<file path="src/rtl/bfm_pkg.sv">
// shared types and constants for the box filter mean core
// no dependencies
`timescale 1ns / 1ps
`default_nettype none

package bfm_pkg;

  localparam int MAX_RADIUS_DEF = 7;
  localparam int MAX_WIDTH_DEF  = 1024;
  localparam int MAX_HEIGHT     = 4096;

  // radius register is 3 bits, so the window is at most 15 by 15
  localparam int RAD_W  = 3;
  localparam int AREA_W = 8;
  localparam int SUM_W  = AREA_W + 8;
  localparam int QUO_W  = 8;

  localparam logic [1:0] CFG_RADIUS = 2'd0;
  localparam logic [1:0] CFG_WIDTH  = 2'd1;
  localparam logic [1:0] CFG_HEIGHT = 2'd2;

  localparam logic REQ_PIXEL = 1'b0;

  typedef enum logic [2:0] {
    S_IDLE,
    S_CHECK,
    S_SUM,
    S_FLUSH,
    S_PUSH,
    S_WAIT,
    S_HOLD
  } state_e;

endpackage

`default_nettype wire

</file>
<file path="src/rtl/bfm_div_cell.sv">
// one restoring division step of the mean divider chain
// depends on bfm_pkg
`timescale 1ns / 1ps
`default_nettype none

module bfm_div_cell
  import bfm_pkg::*;
(
  input  wire logic              clk_i,
  input  wire logic              rst_ni,
  input  wire logic              vld_i,
  input  wire logic [AREA_W-1:0] rem_i,
  input  wire logic [7:0]        low_i,
  input  wire logic [QUO_W-1:0]  quo_i,
  input  wire logic [AREA_W-1:0] area_i,
  output logic                   vld_o,
  output logic [AREA_W-1:0]      rem_o,
  output logic [7:0]             low_o,
  output logic [QUO_W-1:0]       quo_o
);

  logic [AREA_W:0]   trial;
  logic              ge;
  logic              vld_q;
  logic [AREA_W-1:0] rem_q, rem_d;
  logic [7:0]        low_q;
  logic [QUO_W-1:0]  quo_q;

  always_comb begin
    trial = {rem_i, low_i[7]};
    ge    = (trial >= {1'b0, area_i});
    rem_d = ge ? AREA_W'(trial - {1'b0, area_i}) : trial[AREA_W-1:0];
  end

  always_ff @(posedge clk_i or negedge rst_ni) begin
    if (!rst_ni) begin
      vld_q <= 1'b0;
    end else begin
      vld_q <= vld_i;
    end
  end

  always_ff @(posedge clk_i) begin
    rem_q <= rem_d;
    low_q <= {low_i[6:0], 1'b0};
    quo_q <= {quo_i[QUO_W-2:0], ge};
  end

  assign vld_o = vld_q;
  assign rem_o = rem_q;
  assign low_o = low_q;
  assign quo_o = quo_q;

endmodule

`default_nettype wire

</file>
<file path="config.mk">
export PLATFORM = sky130hd
export DESIGN_NAME = bfm_div_cell
export DESIGN_NICKNAME = d
export VERILOG_FILES = /design/src/rtl/bfm_pkg.sv /design/src/rtl/bfm_div_cell.sv
export SDC_FILE = /design/constraint.sdc
export NUM_CORES = 1
export LEC_CHECK = 0
export BUFFER_PORTS_ARGS = -buffer_cell sky130_fd_sc_hd__clkbuf_2
export CAP_MARGIN = 20
export CORE_MARGIN = 3
export CORE_UTILIZATION = 42
export CTS_BUF_LIST = sky130_fd_sc_hd__clkbuf_16
export DETAILED_ROUTE_END_ITERATION = 8
export GPL_ROUTABILITY_DRIVEN = 0
export PLACE_DENSITY_LB_ADDON = 0.1
export SLEW_MARGIN = 20
export SYNTH_ARGS = -nofsm -noshare
export SYNTH_HDL_FRONTEND = slang
export SYNTH_SLANG_ARGS = --single-unit
</file>
<file path="constraint.sdc">
create_clock -name clk_i -period 0.8 [get_ports clk_i]
set_clock_uncertainty 0.2 [all_clocks]
set_input_delay 0.04 -clock clk_i [delete_from_list [all_inputs] [get_ports clk_i]]
set_output_delay 0.04 -clock clk_i [all_outputs]
set_load 0.03 [all_outputs]
</file>
==> results by group, run 1 <==
CTS
  – CTS Buf Count: 3
  – Root buffer cell: clkbuf_16
  – Longest Clk Path Bufs: 2
  – Clock Sinks: 24
  – Htree depth: 1

Yosys
  – Post-Syn Area: 1020 µm²
  – Register area share after synthesis: 47.7%
  – Cell taking the most area after synthesis: dfxtp_1
  – Post-Syn Nets: 139
  – Top FF cell, synth: dfxtp_1
  – Post-Synthesis Cells: 95
  – Count leader, synth: dfxtp_1
  – #FFs+latches synth: 24
  – Share of the synthesized area in the top cell type: 45.3%
  – Syn_area_per_cell: 10.7 µm²
  – Commonest cells post-synth: 23 x dfxtp_1, 13 x inv_1, 8 x ha_1
  – Number of synthesis warnings: 0
  – Area contributors post-synth: dfxtp_1 45%, ha_1 9.8%, mux2_2 5.5%, inv_1 4.8%, a41oi_4 2.7%
  – Async S/R FF share, synth: 4.17%
  – EDFF count, synth: 0
  – Synth unique cells: 33

STA
  – GRT repair_timing worst endpoint: rem_o[6]$_DFF_P_/D
  – Worst endpoint type: register input

Floorplan
  – Starting Density: 45.1%
  – Ports: 60
  – # rows: 17
  – Die Ht: 55.2 µm
  – DIE WIDTH: 55.2 µm

Place
  – Detailed placer's ending HPWL: 2.04 mm
  – Inst Count DP: 199
  – Port Buf Inserts: 57

Outcome
  – Stop Error: [ERROR DPL-0038] Utilization greater than 100%, impossible to legalize
  – Last stage reached: 5_1_grt
  – Status: did not finish

Global route
  – Largest net degree at the start of global routing: 15
-- repair_timing --
action / in CTS
endpoints found under the setup margin: 33
hold buffers: 16
setup buffers: 5
gates resized for setup: 87
hold endpoints to repair: 23
pin swaps: 10
-- stage by stage --
| step | area [µm²] | setup TNS, ns | worst slack (ns) |
|---|---|---|---|
| 2_1_floorplan | 1080 | -7.56 | -0.956 |
| 3_3_place_gp | 1550 | -8.96 | -1.21 |
| 3_5_place_dp | 1550 | -9.32 | -1.24 |
| 4_1_cts | 2200 | -10.22 | -0.804 |
-- logic make-up after synthesis --
group | synth area share (%)
buffers and inverters | 6.52
DFF | 47.7
other | 0.369
adders and majority gates | 11.8
muxes | 7.50
and+or+nand+nor | 7.63
AOI/OAI and AO/OA | 15.9
xor gates and xnor gates | 2.58
==> inputs of run 2 (changes only) <==
--- a/config.mk
+++ b/config.mk
@@ -7,12 +7,11 @@
 export LEC_CHECK = 0
 export BUFFER_PORTS_ARGS = -buffer_cell sky130_fd_sc_hd__clkbuf_2
 export CAP_MARGIN = 20
-export CORE_MARGIN = 3
-export CORE_UTILIZATION = 42
-export CTS_BUF_LIST = sky130_fd_sc_hd__clkbuf_16
+export CORE_AREA = 3 3 64 66
 export DETAILED_ROUTE_END_ITERATION = 8
+export DIE_AREA = 0 0 67 69
 export GPL_ROUTABILITY_DRIVEN = 0
-export PLACE_DENSITY_LB_ADDON = 0.1
+export PLACE_DENSITY_LB_ADDON = 0.15
 export SLEW_MARGIN = 20
 export SYNTH_ARGS = -nofsm -noshare
 export SYNTH_HDL_FRONTEND = slang
==> results by group, run 2 <==
CTS
  – Clock Sinks: 24 (unchanged)
  – Root buffer cell: clkbuf_8 (was clkbuf_16)
  – Htree depth: 1 (unchanged)
  – CTS Buf Count: 3 (unchanged)
  – Worst-path clk slew: 0.08 ns
  – Longest Clk Path Bufs: 2 (unchanged)
  – TritonCTS clock tree: built
  – Cts hold-fix bufs: 16 (unchanged)

Place
  – Port Buf Inserts: 57 (unchanged)
  – Dpl ws: -1.24 ns (about the same)
  – Placed instance area: 1600 µm² (was 1550 µm²)
  – Detailed placer's ending HPWL: 2.03 mm (was 2.04 mm)

Cells and area
  – Share of layout cells above drive strength 1: 70.1%
  – Design Area, Final: 2280 µm²
  – Antenna diode count: 0
  – Most common cell after layout, fill and taps aside: clkbuf_2
  – # fillers: 303
  – Synth-to-Final Area Change: 124%
  – Most frequent cells in the layout: 32 x clkbuf_2, 26 x buf_4, 23 x buf_8, 22 x dfxtp_2, 16 x dlygate4sd3_1
  – Final Net Count: 246

Floorplan
  – DIE WIDTH: 67 µm (was 55.2 µm)
  – Starting Density: 28.0% (was 45.1%)
  – # rows: 22 (was 17)
  – Die Ht: 69 µm (was 55.2 µm)
  – Ports: 60 (unchanged)
  – Core area: 3630 µm²
  – Die area: 4620 µm²

Setup path
  – Worst Path Class, Setup: in -> reg
  – Top Family by Delay on Critical Path: adder cells
  – Worst-path cell chain: clkbuf_16 -> inv_12 -> ha_4 -> fa_2 -> nor2b_2 -> o31a_1 -> nor4_1 -> a311o_1 -> mux2_4
  – Crit path required time: 0.75 ns
  – Critical path's largest stage delay: 0.35 ns
  – Buf/Inv on CP: 2
  – Worst Path Max Fanout: 2
  – Crit. End Element: register
  – CP max stage cell: fa_2
  – CP Launch Type: primary input
  – CP arrival: 1.58 ns

STA
  – Final Hold Vio Count: 8
  – Final min period: 1.63 ns
  – Fin crit share: 203%
  – Unrepaired setup endpoints after global routing: true
  – F_max: 615 MHz
  – Setup violators final: 33
  – Hold slack: -0.171 ns
  – Final Max Slew Viols: 0
  – Final worst slack: -0.826 ns

Yosys
  – Post-Syn Area: 1020 µm² (unchanged)
  – Cell taking the most area after synthesis: dfxtp_1 (unchanged)
  – Async S/R FF share, synth: 4.17% (unchanged)
  – Post-Synthesis Cells: 95 (unchanged)
  – Register area share after synthesis: 47.7% (unchanged)
  – Number of synthesis warnings: 0 (unchanged)
  – Count leader, synth: dfxtp_1 (unchanged)
  – Syn_area_per_cell: 10.7 µm² (unchanged)
  – EDFF count, synth: 0 (unchanged)
  – Synth unique cells: 33 (unchanged)
  – #FFs+latches synth: 24 (unchanged)
  – Share of the synthesized area in the top cell type: 45.3% (unchanged)
  – Top FF cell, synth: dfxtp_1 (unchanged)
  – Area contributors post-synth: dfxtp_1 45%, ha_1 9.8%, mux2_2 5.5%, inv_1 4.8%, a41oi_4 2.7% (unchanged)
  – Post-Syn Nets: 139 (unchanged)
  – Commonest cells post-synth: 23 x dfxtp_1, 13 x inv_1, 8 x ha_1 (unchanged)

Routing
  – Iter 0 DRT Violations: 23
  – Detailed Routing Iterations Pass 1: 4
  – Via count: 1,052
  – DRT antenna net count: 0
  – WL final: 3.18 mm
  – # DRC: 0
  – Routed len/inst: 12.8 µm
  – DR vias/cell: 4.22

Global route
  – Remaining Overflow, GRT: 0
  – Largest net degree at the start of global routing: 14
  – Total track usage: 13.1%
  – Wire length of the first global-routing pass: 4.75 mm
  – Vias in the first global route: 1,107
  – Initial antenna violation count: 0

Flow run
  – Max_cap viols: 0

Power
  – VDD IR max: 0.000733 V
  – Leak pwr: 1.07 nW
  – PwrDens: 1660 nW/µm²

Outcome
  – Failing checks: negative hold slack, negative setup slack
  – Status: finished with violations (was did not finish)

Hold path
  – Hold/Removal Path Class: in -> reg
-- run 2: cell counts after synthesis --
No cell type changed its count.
-- run 2: metrics by stage --
step	TNS, ns	instances	hold slack (ns)	utilization [%]	total power [mW]
global placement	-9.49	221	-0.385	44.0	2.46
CTS	-10.97	248	-0.175	61.2	3.71
finish	-10.45	249	-0.171	62.8	3.79
global route	-11.55	249	-0.169	62.8	4.01
detailed placement	-9.81	221	-0.383	44.0	2.48
floorplan	-7.56	95	-0.456	-	2.06
-- run 2: area by class of cell --
class / count / area [µm²] / share of cell area [%]
clock buffer: 4 / 55.1 / 2.41
tap: 48 / 60.1 / 2.63
inverter: 13 / 61.3 / 2.69
timing repair buffer: 105 / 976 / 42.8
multi-input combinational: 55 / 617 / 27.0
sequential: 24 / 513 / 22.5
-- run 2: path summary, 6_finish.rpt --
check	start	endpoint	depth (start not counted)	slack, ns
setup / recovery	low_i[7]	rem_o[6]	9	-0.83
hold / removal	rem_i[4]	rem_o[5]	2	-0.17
max in group asynchronous	rst_ni	vld_o	2	0.41
min in group asynchronous	rst_ni	vld_o	2	-0.10
-- run 2: logic make-up (layout without fill, tap and decap cells) --
| group | count (synthesis) | count (layout) | share of synthesized area (%) |
|---|---|---|---|
| buf+inv | 16 | 122 | 6.52 |
| xor+xnor | 3 | 3 | 2.58 |
| other cells | 1 | 1 | 0.369 |
| flops | 24 | 24 | 47.7 |
| mux | 7 | 7 | 7.50 |
| fa+ha+maj | 9 | 9 | 11.8 |
| compound gates | 20 | 20 | 15.9 |
| simple gates | 15 | 15 | 7.63 |
-- run 2: report_power, final --
group | leakage [nW] | internal, mW | switching, mW
Combinational | 0.840 | 0.902 | 0.672
Sequential | 0.206 | 1.34 | 0.0778
Clock | 0.0288 | 0.438 | 0.361
-- run 2: routing by layer --
layer	track usage [%]	routed length [µm]	up-vias
li1	-	-	534
met1	14.6	1290	473
met2	24.1	1590	43
met3	3.58	291	2
met4	2.70	12	0
met5	0	0	-
-- run 2: what timing repair did --
action | 4_1_cts | 5_1_grt
gates resized for setup | 82 | 34
pin swaps | 10 | 3
endpoints found under the setup margin | 33 | 33
hold endpoints to repair | 23 | 8
setup buffers | 7 | 1
Power figures use the tool's default switching activity.
